### config.mk
export PLATFORM = sky130hd
export DESIGN_NAME = ev_trip_metrics_accumulator
export DESIGN_NICKNAME = d
export VERILOG_FILES = /design/src/tma_pkg.sv /design/src/tma_mul.sv /design/src/tma_div.sv /design/src/ev_trip_metrics_accumulator.sv
export SDC_FILE = /design/constraint.sdc
export NUM_CORES = 2
export LEC_CHECK = 0
export ABC_AREA = 1
export BUFFER_PORTS_ARGS = -buffer_cell sky130_fd_sc_hd__buf_2
export CAP_MARGIN = 20
export CELL_PAD_IN_SITES_DETAIL_PLACEMENT = 0
export CELL_PAD_IN_SITES_GLOBAL_PLACEMENT = 1
export CORE_UTILIZATION = 52
export CTS_BUF_LIST = sky130_fd_sc_hd__clkbuf_4 sky130_fd_sc_hd__clkbuf_8
export DETAILED_ROUTE_END_ITERATION = 12
export GPL_TIMING_DRIVEN = 0
export PLACE_DENSITY = 0.95
export RECOVER_POWER = 100
export SETUP_SLACK_MARGIN = 0.15
export SLEW_MARGIN = 20
export SYNTH_ARGS = -nofsm -noshare
export SYNTH_HDL_FRONTEND = slang
export SYNTH_HIERARCHICAL = 1
export SYNTH_SLANG_ARGS = --single-unit
### constraint.sdc
create_clock -name clock -period 43.6 [get_ports clock]
set_input_delay 8.72 -clock clock [delete_from_list [all_inputs] [get_ports clock]]
set_output_delay 8.72 -clock clock [all_outputs]
set_load 0.03 [all_outputs]
### src/tma_pkg.sv
// ----------------------------------------------------------------------------
// Trip metrics accumulator package
// Shared widths, register indexes, reset values and arithmetic unit sizes.
// ----------------------------------------------------------------------------
package tma_pkg;

   localparam int MUL_A_W = 64;
   localparam int MUL_B_W = 20;
   localparam int DIV_N_W = 64;
   localparam int DIV_D_W = 49;

   localparam logic [1:0] CSR_EMA_WARMUP = 2'd0;
   localparam logic [1:0] CSR_REF_EPK    = 2'd1;
   localparam logic [1:0] CSR_EMA_ALPHA  = 2'd2;
   localparam logic [1:0] CSR_BATT_CAP   = 2'd3;

   localparam logic [15:0] RST_EMA_WARMUP = 16'd240;
   localparam logic [17:0] RST_REF_EPK    = 18'd15000;
   localparam logic [15:0] RST_EMA_ALPHA  = 16'd6554;
   localparam logic [19:0] RST_BATT_CAP   = 20'd60000;

   localparam logic [47:0] MAX48 = 48'hFFFF_FFFF_FFFF;
   localparam logic [39:0] MAX40 = 40'hFF_FFFF_FFFF;
   localparam logic [23:0] MAX24 = 24'hFF_FFFF;

endpackage

### src/tma_mul.sv
// ----------------------------------------------------------------------------
// Trip metrics serial multiplier
// Shift-and-add multiplier that retires one multiplier bit per cycle and
// stops as soon as the remaining multiplier bits are all zero.
// ----------------------------------------------------------------------------
module tma_mul
   import tma_pkg::*;
#(
   parameter int A_W = MUL_A_W,
   parameter int B_W = MUL_B_W
) (
   input  logic           clock,
   input  logic           reset,
   input  logic           start,
   input  logic [A_W-1:0] op_a,
   input  logic [B_W-1:0] op_b,
   output logic           busy,
   output logic           done,
   output logic [A_W-1:0] product
);

   logic           run_ff, run_in;
   logic           done_ff, done_in;
   logic [A_W-1:0] a_ff, a_in;
   logic [B_W-1:0] b_ff, b_in;
   logic [A_W-1:0] acc_ff, acc_in;

   always_comb begin
      run_in  = run_ff;
      done_in = 1'b0;
      a_in    = a_ff;
      b_in    = b_ff;
      acc_in  = acc_ff;
      if (start) begin
         run_in = 1'b1;
         a_in   = op_a;
         b_in   = op_b;
         acc_in = '0;
      end else if (run_ff) begin
         if (b_ff == '0) begin
            run_in  = 1'b0;
            done_in = 1'b1;
         end else begin
            if (b_ff[0]) begin
               acc_in = acc_ff + a_ff;
            end
            a_in = {a_ff[A_W-2:0], 1'b0};
            b_in = {1'b0, b_ff[B_W-1:1]};
         end
      end
   end

   always_ff @(posedge clock) begin
      if (reset) begin
         run_ff  <= 1'b0;
         done_ff <= 1'b0;
      end else begin
         run_ff  <= run_in;
         done_ff <= done_in;
      end
      a_ff   <= a_in;
      b_ff   <= b_in;
      acc_ff <= acc_in;
   end

   assign busy    = run_ff;
   assign done    = done_ff;
   assign product = acc_ff;

endmodule

### src/tma_div.sv
// ----------------------------------------------------------------------------
// Trip metrics serial divider
// Restoring divider that produces one quotient bit per cycle.
// ----------------------------------------------------------------------------
module tma_div
   import tma_pkg::*;
#(
   parameter int N_W = DIV_N_W,
   parameter int D_W = DIV_D_W
) (
   input  logic           clock,
   input  logic           reset,
   input  logic           start,
   input  logic [N_W-1:0] dividend,
   input  logic [D_W-1:0] divisor,
   output logic           busy,
   output logic           done,
   output logic [N_W-1:0] quotient
);

   localparam int CNT_W = $clog2(N_W + 1);

   logic             run_ff, run_in;
   logic             done_ff, done_in;
   logic [CNT_W-1:0] cnt_ff, cnt_in;
   logic [N_W-1:0]   n_ff, n_in;
   logic [D_W-1:0]   d_ff, d_in;
   logic [D_W-1:0]   r_ff, r_in;
   logic [D_W:0]     r_shift;

   always_comb begin
      run_in  = run_ff;
      done_in = 1'b0;
      cnt_in  = cnt_ff;
      n_in    = n_ff;
      d_in    = d_ff;
      r_in    = r_ff;
      r_shift = {r_ff, n_ff[N_W-1]};
      if (start) begin
         run_in = 1'b1;
         cnt_in = CNT_W'(N_W);
         n_in   = dividend;
         d_in   = divisor;
         r_in   = '0;
      end else if (run_ff) begin
         if (r_shift >= {1'b0, d_ff}) begin
            r_in = D_W'(r_shift - {1'b0, d_ff});
            n_in = {n_ff[N_W-2:0], 1'b1};
         end else begin
            r_in = r_shift[D_W-1:0];
            n_in = {n_ff[N_W-2:0], 1'b0};
         end
         cnt_in = cnt_ff - 1'b1;
         if (cnt_ff == CNT_W'(1)) begin
            run_in  = 1'b0;
            done_in = 1'b1;
         end
      end
   end

   always_ff @(posedge clock) begin
      if (reset) begin
         run_ff  <= 1'b0;
         done_ff <= 1'b0;
         cnt_ff  <= '0;
      end else begin
         run_ff  <= run_in;
         done_ff <= done_in;
         cnt_ff  <= cnt_in;
      end
      n_ff <= n_in;
      d_ff <= d_in;
      r_ff <= r_in;
   end

   assign busy     = run_ff;
   assign done     = done_ff;
   assign quotient = n_ff;

endmodule

### src/ev_trip_metrics_accumulator.sv
// ----------------------------------------------------------------------------
// EV trip metrics accumulator
// Running trip sums and derived efficiency, consumption and range figures.
// Timing: the time from request acceptance to response valid depends on the
//   multiplier operand widths and on which quotients are skipped; up to
//   eight 64-step quotients on the shared serial divider take most of it.
// Flow: one transaction at a time; a new request is taken only when the
//   sequencer is idle, while an earlier response may still be pending.
// Reset: synchronous; clears all sums, the smoothed value and the last
//   timestamp, and loads the register defaults.
// ----------------------------------------------------------------------------
module ev_trip_metrics_accumulator
   import tma_pkg::*;
(
   input  logic               clock,
   input  logic               reset,
   input  logic               csr_we,
   input  logic [1:0]         csr_index,
   input  logic [19:0]        csr_wdata,
   input  logic               req_valid,
   output logic               req_stall,
   input  logic [23:0]        req_timestamp_sec,
   input  logic [14:0]        req_speed,
   input  logic               req_coasting,
   input  logic signed [17:0] req_current,
   input  logic signed [20:0] req_energy_inst,
   input  logic [19:0]        req_ke_lost,
   input  logic [19:0]        req_energy_recovered,
   input  logic signed [14:0] req_batt_temp,
   output logic               rsp_valid,
   input  logic               rsp_stall,
   output logic [31:0]        rsp_distance_m,
   output logic [13:0]        rsp_batt_eff_pct,
   output logic [17:0]        rsp_avg_energy_per_km,
   output logic [17:0]        rsp_ema_energy_per_km,
   output logic [15:0]        rsp_regen_eff_pct,
   output logic [13:0]        rsp_coasting_pct,
   output logic [13:0]        rsp_soc_pct,
   output logic [23:0]        rsp_range_left,
   output logic [39:0]        rsp_recovered_total,
   output logic [23:0]        rsp_extra_range,
   output logic signed [14:0] rsp_last_batt_temp
);

   typedef enum logic [2:0] {
      ST_IDLE, ST_DT, ST_ACC, ST_SETUP, ST_MUL, ST_DIV, ST_POST, ST_DONE
   } state_type;

   typedef enum logic [3:0] {
      J_EFF, J_AVG, J_EMA1, J_EMA2, J_REGEN, J_COAST, J_CAPM, J_SOC, J_RANGE,
      J_EXTRA, J_DIST
   } job_type;

   state_type state_ff;
   job_type   job_ff;

   logic [15:0] warm_ff;
   logic [17:0] ref_ff;
   logic [15:0] alpha_ff;
   logic [19:0] cap_ff;

   logic [23:0]        ts_ff;
   logic [14:0]        speed_ff;
   logic               coast_ff;
   logic signed [17:0] cur_ff;
   logic signed [20:0] einst_ff;
   logic [19:0]        ke_ff;
   logic [19:0]        rec_ff;
   logic signed [14:0] temp_ff;

   logic [23:0]        last_ts_ff;
   logic [38:0]        dtp_ff;
   logic [47:0]        sts_ff;
   logic [23:0]        cs_ff;
   logic [47:0]        chg_ff;
   logic [47:0]        dis_ff;
   logic signed [47:0] esum_ff;
   logic [47:0]        kes_ff;
   logic [39:0]        recs_ff;
   logic [17:0]        ema_ff;

   logic [13:0] eff_ff;
   logic [17:0] avg_ff;
   logic [15:0] regen_ff;
   logic [13:0] coastp_ff;
   logic [13:0] soc_ff;
   logic [23:0] range_ff;
   logic [23:0] extra_ff;
   logic [31:0] dist_ff;
   logic [33:0] emat_ff;
   logic [29:0] capm_ff;

   logic rsp_valid_ff;

   logic [23:0]        dt;
   logic [48:0]        total;
   logic signed [49:0] num;
   logic [17:0]        mag;
   logic [48:0]        sum_sts, sum_chg, sum_dis, sum_kes;
   logic [40:0]        sum_recs;
   logic signed [48:0] sum_e;
   logic [35:0]        ema_sum;
   logic [19:0]        ema_new;
   logic               warmup;

   logic [MUL_A_W-1:0] op_a;
   logic [MUL_B_W-1:0] op_b;
   logic [DIV_D_W-1:0] op_d;
   logic               use_div, skip;
   logic               mul_start, mul_busy, mul_done;
   logic               div_start, div_busy, div_done;
   logic [MUL_A_W-1:0] mul_p;
   logic [DIV_N_W-1:0] div_q;

   assign dt     = (ts_ff > last_ts_ff) ? ts_ff - last_ts_ff : 24'd0;
   assign total  = {1'b0, chg_ff} + {1'b0, dis_ff};
   assign num    = $signed({20'd0, capm_ff}) - 50'(esum_ff);
   assign mag    = 18'(-cur_ff);
   assign warmup = ts_ff < {8'd0, warm_ff};

   assign sum_sts  = {1'b0, sts_ff} + {10'd0, dtp_ff};
   assign sum_chg  = {1'b0, chg_ff} + {31'd0, mag};
   assign sum_dis  = {1'b0, dis_ff} + {31'd0, cur_ff};
   assign sum_kes  = {1'b0, kes_ff} + {29'd0, ke_ff};
   assign sum_recs = {1'b0, recs_ff} + {21'd0, rec_ff};
   assign sum_e    = {esum_ff[47], esum_ff} + 49'(einst_ff);
   assign ema_sum  = {2'd0, emat_ff} + {2'd0, mul_p[33:0]} + 36'd32768;
   assign ema_new  = ema_sum[35:16];

   always_comb begin
      op_a    = '0;
      op_b    = '0;
      op_d    = '0;
      use_div = 1'b0;
      skip    = 1'b0;
      case (job_ff)
         J_EFF: begin
            op_a    = MUL_A_W'(chg_ff);
            op_b    = MUL_B_W'(10000);
            op_d    = DIV_D_W'(total);
            use_div = 1'b1;
            skip    = (total == '0);
         end
         J_AVG: begin
            op_a    = MUL_A_W'(esum_ff[46:0]);
            op_b    = MUL_B_W'(36000);
            op_d    = DIV_D_W'(sts_ff);
            use_div = 1'b1;
            skip    = !(sts_ff > 48'd3600 && !esum_ff[47] && esum_ff != '0);
         end
         J_EMA1: begin
            op_a = MUL_A_W'(avg_ff);
            op_b = MUL_B_W'(alpha_ff);
            skip = warmup || (speed_ff <= 15'd100);
         end
         J_EMA2: begin
            op_a = MUL_A_W'(ema_ff);
            op_b = MUL_B_W'(17'd65536 - {1'b0, alpha_ff});
         end
         J_REGEN: begin
            op_a    = MUL_A_W'(recs_ff);
            op_b    = MUL_B_W'(10000);
            op_d    = DIV_D_W'(kes_ff);
            use_div = 1'b1;
            skip    = (kes_ff == '0);
         end
         J_COAST: begin
            op_a    = MUL_A_W'(cs_ff);
            op_b    = MUL_B_W'(10000);
            op_d    = DIV_D_W'(ts_ff);
            use_div = 1'b1;
            skip    = (ts_ff == '0);
         end
         J_CAPM: begin
            op_a = MUL_A_W'(cap_ff);
            op_b = MUL_B_W'(1000);
         end
         J_SOC: begin
            op_a    = MUL_A_W'(num[47:0]);
            op_b    = MUL_B_W'(10000);
            op_d    = DIV_D_W'(capm_ff);
            use_div = 1'b1;
            skip    = (capm_ff == '0) || num[49] || (num == '0);
         end
         J_RANGE: begin
            op_a    = MUL_A_W'(soc_ff);
            op_b    = MUL_B_W'(cap_ff);
            op_d    = DIV_D_W'(ema_ff);
            use_div = 1'b1;
            skip    = (capm_ff == '0) || (ema_ff == '0);
         end
         J_EXTRA: begin
            op_a    = MUL_A_W'(recs_ff);
            op_b    = MUL_B_W'(10);
            op_d    = DIV_D_W'(avg_ff);
            use_div = 1'b1;
            skip    = (avg_ff == '0);
         end
         J_DIST: begin
            op_a    = MUL_A_W'(sts_ff);
            op_b    = MUL_B_W'(1);
            op_d    = DIV_D_W'(360);
            use_div = 1'b1;
         end
         default: begin
            skip = 1'b1;
         end
      endcase
   end

   assign mul_start = (state_ff == ST_SETUP) && !skip;
   assign div_start = (state_ff == ST_MUL) && mul_done && use_div;

   tma_mul #(.A_W(MUL_A_W), .B_W(MUL_B_W)) u_mul (
      .clock   (clock),
      .reset   (reset),
      .start   (mul_start),
      .op_a    (op_a),
      .op_b    (op_b),
      .busy    (mul_busy),
      .done    (mul_done),
      .product (mul_p)
   );

   tma_div #(.N_W(DIV_N_W), .D_W(DIV_D_W)) u_div (
      .clock    (clock),
      .reset    (reset),
      .start    (div_start),
      .dividend (DIV_N_W'(mul_p)),
      .divisor  (op_d),
      .busy     (div_busy),
      .done     (div_done),
      .quotient (div_q)
   );

   always_ff @(posedge clock) begin
      if (reset) begin
         state_ff     <= ST_IDLE;
         job_ff       <= J_EFF;
         rsp_valid_ff <= 1'b0;
         warm_ff      <= RST_EMA_WARMUP;
         ref_ff       <= RST_REF_EPK;
         alpha_ff     <= RST_EMA_ALPHA;
         cap_ff       <= RST_BATT_CAP;
         last_ts_ff   <= '0;
         sts_ff       <= '0;
         cs_ff        <= '0;
         chg_ff       <= '0;
         dis_ff       <= '0;
         esum_ff      <= '0;
         kes_ff       <= '0;
         recs_ff      <= '0;
         ema_ff       <= '0;
         temp_ff      <= '0;
      end else begin
         if (rsp_valid_ff && !rsp_stall && state_ff != ST_DONE) begin
            rsp_valid_ff <= 1'b0;
         end
         if (csr_we) begin
            case (csr_index)
               CSR_EMA_WARMUP: warm_ff  <= csr_wdata[15:0];
               CSR_REF_EPK:    ref_ff   <= csr_wdata[17:0];
               CSR_EMA_ALPHA:  alpha_ff <= csr_wdata[15:0];
               CSR_BATT_CAP:   cap_ff   <= csr_wdata;
               default: ;
            endcase
         end
         case (state_ff)
            ST_IDLE: begin
               if (req_valid) begin
                  ts_ff    <= req_timestamp_sec;
                  speed_ff <= req_speed;
                  coast_ff <= req_coasting;
                  cur_ff   <= req_current;
                  einst_ff <= req_energy_inst;
                  ke_ff    <= req_ke_lost;
                  rec_ff   <= req_energy_recovered;
                  temp_ff  <= req_batt_temp;
                  state_ff <= ST_DT;
               end
            end
            ST_DT: begin
               dtp_ff     <= 39'({24'd0, speed_ff} * {15'd0, dt});
               last_ts_ff <= ts_ff;
               state_ff   <= ST_ACC;
            end
            ST_ACC: begin
               sts_ff <= sum_sts[48] ? MAX48 : sum_sts[47:0];
               if (coast_ff && cs_ff != MAX24) begin
                  cs_ff <= cs_ff + 24'd1;
               end
               if (cur_ff[17]) begin
                  chg_ff <= sum_chg[48] ? MAX48 : sum_chg[47:0];
               end else begin
                  dis_ff <= sum_dis[48] ? MAX48 : sum_dis[47:0];
               end
               if (sum_e[48] != sum_e[47]) begin
                  esum_ff <= sum_e[48] ? {1'b1, 47'd0} : {1'b0, {47{1'b1}}};
               end else begin
                  esum_ff <= sum_e[47:0];
               end
               kes_ff   <= sum_kes[48] ? MAX48 : sum_kes[47:0];
               recs_ff  <= sum_recs[40] ? MAX40 : sum_recs[39:0];
               job_ff   <= J_EFF;
               state_ff <= ST_SETUP;
            end
            ST_SETUP: begin
               if (skip) begin
                  case (job_ff)
                     J_EFF:   eff_ff    <= '0;
                     J_AVG:   avg_ff    <= '0;
                     J_EMA1: begin
                        if (warmup || ema_ff < ref_ff) begin
                           ema_ff <= ref_ff;
                        end
                     end
                     J_REGEN: regen_ff  <= '0;
                     J_COAST: coastp_ff <= '0;
                     J_SOC:   soc_ff    <= '0;
                     J_RANGE: range_ff  <= '0;
                     J_EXTRA: extra_ff  <= '0;
                     default: ;
                  endcase
                  if (job_ff == J_DIST) begin
                     state_ff <= ST_DONE;
                  end else if (job_ff == J_EMA1) begin
                     job_ff <= J_REGEN;
                  end else begin
                     job_ff <= job_type'(job_ff + 4'd1);
                  end
               end else begin
                  state_ff <= ST_MUL;
               end
            end
            ST_MUL: begin
               if (mul_done) begin
                  state_ff <= use_div ? ST_DIV : ST_POST;
               end
            end
            ST_DIV: begin
               if (div_done) begin
                  state_ff <= ST_POST;
               end
            end
            ST_POST: begin
               case (job_ff)
                  J_EFF:  eff_ff <= div_q[13:0];
                  J_AVG:  avg_ff <= (div_q > 64'd200000) ? 18'd0 : div_q[17:0];
                  J_EMA1: emat_ff <= mul_p[33:0];
                  J_EMA2: begin
                     ema_ff <= (ema_new < {2'd0, ref_ff}) ? ref_ff : ema_new[17:0];
                  end
                  J_REGEN: regen_ff <= (div_q > 64'd65535) ? 16'hFFFF : div_q[15:0];
                  J_COAST: coastp_ff <= (div_q > 64'd10000) ? 14'd10000 : div_q[13:0];
                  J_CAPM:  capm_ff <= mul_p[29:0];
                  J_SOC:   soc_ff <= (div_q > 64'd10000) ? 14'd10000 : div_q[13:0];
                  J_RANGE: range_ff <= (div_q > 64'(MAX24)) ? MAX24 : div_q[23:0];
                  J_EXTRA: extra_ff <= (div_q > 64'(MAX24)) ? MAX24 : div_q[23:0];
                  J_DIST:  dist_ff <= (div_q[63:32] != '0) ? 32'hFFFF_FFFF : div_q[31:0];
                  default: ;
               endcase
               if (job_ff == J_DIST) begin
                  state_ff <= ST_DONE;
               end else begin
                  job_ff   <= job_type'(job_ff + 4'd1);
                  state_ff <= ST_SETUP;
               end
            end
            ST_DONE: begin
               if (!rsp_valid_ff || !rsp_stall) begin
                  rsp_valid_ff          <= 1'b1;
                  rsp_distance_m        <= dist_ff;
                  rsp_batt_eff_pct      <= eff_ff;
                  rsp_avg_energy_per_km <= avg_ff;
                  rsp_ema_energy_per_km <= ema_ff;
                  rsp_regen_eff_pct     <= regen_ff;
                  rsp_coasting_pct      <= coastp_ff;
                  rsp_soc_pct           <= soc_ff;
                  rsp_range_left        <= range_ff;
                  rsp_recovered_total   <= recs_ff;
                  rsp_extra_range       <= extra_ff;
                  rsp_last_batt_temp    <= temp_ff;
                  state_ff              <= ST_IDLE;
               end
            end
            default: state_ff <= ST_IDLE;
         endcase
      end
   end

   assign req_stall = (state_ff != ST_IDLE);
   assign rsp_valid = rsp_valid_ff;

   a_units_exclusive: assert property (@(posedge clock) disable iff (reset)
      !(mul_busy && div_busy))
      else $error("multiplier and divider busy together");

   a_accept_starts: assert property (@(posedge clock) disable iff (reset)
      req_valid && !req_stall |=> state_ff == ST_DT)
      else $error("accepted transaction did not start the sequencer");

   a_pct_range: assert property (@(posedge clock) disable iff (reset)
      rsp_valid |-> rsp_batt_eff_pct <= 14'd10000 && rsp_soc_pct <= 14'd10000 &&
                    rsp_coasting_pct <= 14'd10000)
      else $error("percentage out of range");

   a_ema_floor: assert property (@(posedge clock) disable iff (reset)
      state_ff == ST_POST && job_ff == J_EMA2 |=> ema_ff >= ref_ff)
      else $error("smoothed value below reference");

endmodule
==> out/metrics.cfg <==
[timing]
clock_skew_ns=0.1191
slew-limit-headroom=-0.7961
period_minus_slack_ns=20.72
hold_viol=0
rsz0062_at_grt=no
period_share=0.4752
tightestPinTransition_ns=2.694
fmax_mhz=48.27
setup_viol=0
slew_viol_final=495
fin_setup_tns_ns=0

[clocking]
ctsRootBufferMaster=clkbuf_8
cts_buffers=227
cts_setup_buffers=0
clock_path_buffers=3
h-tree-depth=4
cts_tree=yes
cts_hold_buf=0
clkLatencyLatePin_ns=1.09
post_cts_resized=0
clk_pin_slew_ns=0.07
clkSinkCount=1367

[synthesis]
ys_ff_latch=1367
synthCells=12698
syn_area_per_cell_sq_um=7.583
ys_types=84
synth_warnings=6
yosys.area.top_type=edfxtp_1
synth_top_area_share=0.2507
yosysSeqAreaShare=0.3678
ys_top_cells_by_area=edfxtp_1 (25%), nand2_1 (13%), dfxtp_1 (12%)
synth_edf_count=804
ys.flop_type=edfxtp_1
syn_area_sq_um=96290
async_flop_share=0

[worst_setup_path]
crit_start=reset
critPathArrivalTime_ns=21.35
r2r-start=ts_ff[0]
worstSetupStartpointType=primary input
path_class=primary input to flip-flop
required_ns=44.23
crit_path_end_kind=flip-flop
worstPathMaxFanout=33

[grt]
grt_use_total=0.4490
grt_pass1_vias=88723
grt_max_degree=45
grt_antenna_before_repair=77
grt_overflow=0
grt_first_pass_wirelength_mm=602.6

[worst_hold_path]
holdCritStartpoint=eff_ff[12]
hold_class=flip-flop to flip-flop

[routing]
wl_per_cell_microns=26.57
avgViaCountPerCell=5.924
ant_nets=0
drtIter0Drc=12125
drcViolationCount=0
vias=95447
finalWirelength_mm=428.1
drt_pass1_iterations=9

[placed_design]
io_buffers=391
dp_hpwl_mm=351.3
place.gp.congestion=1.194

[floorplanning]
ios=392
die_w_microns=432.3
dieArea_sq_um=186900
rows=157
core_area_sq_um=183500
die_y_microns=432.3
initial_core_util=0.5248

[cells_and_area]
fillerInstances=17448
nets=14455
layout_common_cells=nand2_1 (3415), inv_1 (2197), nor2_1 (1055)
drive_above_1_share=0.05471
synthToLayoutAreaGrowth_pct=10.59
final_common_cell=nand2_1

[outcome]
outcome=finished, violations left
violations=max-capacitance violations, max-slew violations

[job]
drv_cap=21

[metal layers]
metal / up-vias / wire, microns / global-route usage
li1: 42990 / - / -
met1: 45023 / 165100 / 0.5693
met2: 5936 / 175900 / 0.6529
met3: 1448 / 51620 / 0.1374
met4: 50 / 34920 / 0.3103
met5: - / 474 / 0
[synth_stat cells, drive strengths merged (21+ instances only)]
cell type and number:
buf 79, nand4 196, o211ai 53, a221oi 98, nand2 3438, nor3 206, clkbuf 241, a21o 21
nor4 86, o21bai 31, o221ai 84, inv 2217, a21oi 774, xor2 182, o21ai 556, a31oi 58
o2111ai 42, edfxtp 804, nand3 532, ha 603, dfxtp 563, fa 295, nand3b 21, xnor2 160
nor2 1081, o21a 59, o22ai 71
[stage by stage]
stage | instances | setup slack [ns] | hold slack (ns) | cell area (sq um) | util
2_1_floorplan | 12713 | 23.70 | 0.4003 | 96350 | -
3_3_place_gp | 15568 | 17.21 | 0.4019 | 101400 | 0.5526
3_5_place_dp | 15628 | 30.08 | 0.4045 | 102300 | 0.5578
4_1_cts | 16061 | 31.17 | 0.4112 | 107300 | 0.5851
5_1_grt | 16070 | 22.74 | 0.4186 | 106400 | 0.5798
6_report | 16112 | 22.88 | 0.4036 | 106500 | 0.5804
[critical path, cell delays in order]
cell      delay [ns]
clkbuf_1        0.33
clkbuf_1        0.70
inv_1           0.28
clkbuf_1        0.97
clkbuf_1        0.42
clkbuf_1        0.70
nand2_1         0.11
nor2_1          1.43
clkbuf_1        1.23
clkbuf_1        1.32
clkbuf_1        1.30
clkbuf_1        1.22
clkbuf_1        1.20
clkbuf_1        1.28
[final cells by class]
| type | instances | area [sq um] | share of cell area |
|---|---|---|---|
| tap | 2464 | 3083 | 0.02895 |
| timing repair buffer | 454 | 1924 | 0.01807 |
| sequential | 1367 | 35410 | 0.3326 |
| inverter | 2232 | 8383 | 0.07872 |
| multi-input combinational | 8794 | 51190 | 0.4807 |
| antenna | 48 | 120.1 | 0.001128 |
| clock inverter | 114 | 997.2 | 0.009364 |
| clock buffer | 319 | 4003 | 0.03759 |
| buffer | 320 | 1373 | 0.01289 |
[path summary, 6_finish.rpt]
check        cells past startpoint              endpoint  slack, ns
min                              0  rsp_batt_eff_pct[12]       0.40
min reg2reg                      0  rsp_batt_eff_pct[12]       0.40
max reg2reg                     36            dtp_ff[38]      32.94
max                             14    rsp_distance_m[13]      22.88
[registers in the layout (all words and copies together) (netlist names), 30 cells and up]
register             cells
capm_ff                 30
chg_ff                  48
dis_ff                  48
dist_ff                 32
dtp_ff                  39
emat_ff                 34
esum_ff                 48
kes_ff                  48
recs_ff                 40
rsp_distance_m          32
rsp_recovered_total     40
sts_ff                  48
u_div/d_ff              49
u_div/quotient          64
u_div/r_ff              49
u_mul/a_ff              64
u_mul/product           64
[kinds of logic after synthesis]
family	count (synthesis)	share of synthesized area
AO/OA/AOI/OAI	1926	0.1183
buffers and inverters	2552	0.1013
adder cells (fa/ha/maj)	898	0.1397
flip-flops	1367	0.3678
other	1	0.00003894
XOR/XNOR	342	0.03118
AND/OR/NAND/NOR	5612	0.2417
Power is not shown: default switching activity piles up to over one toggle a cycle in this logic, so the estimate is an artifact.
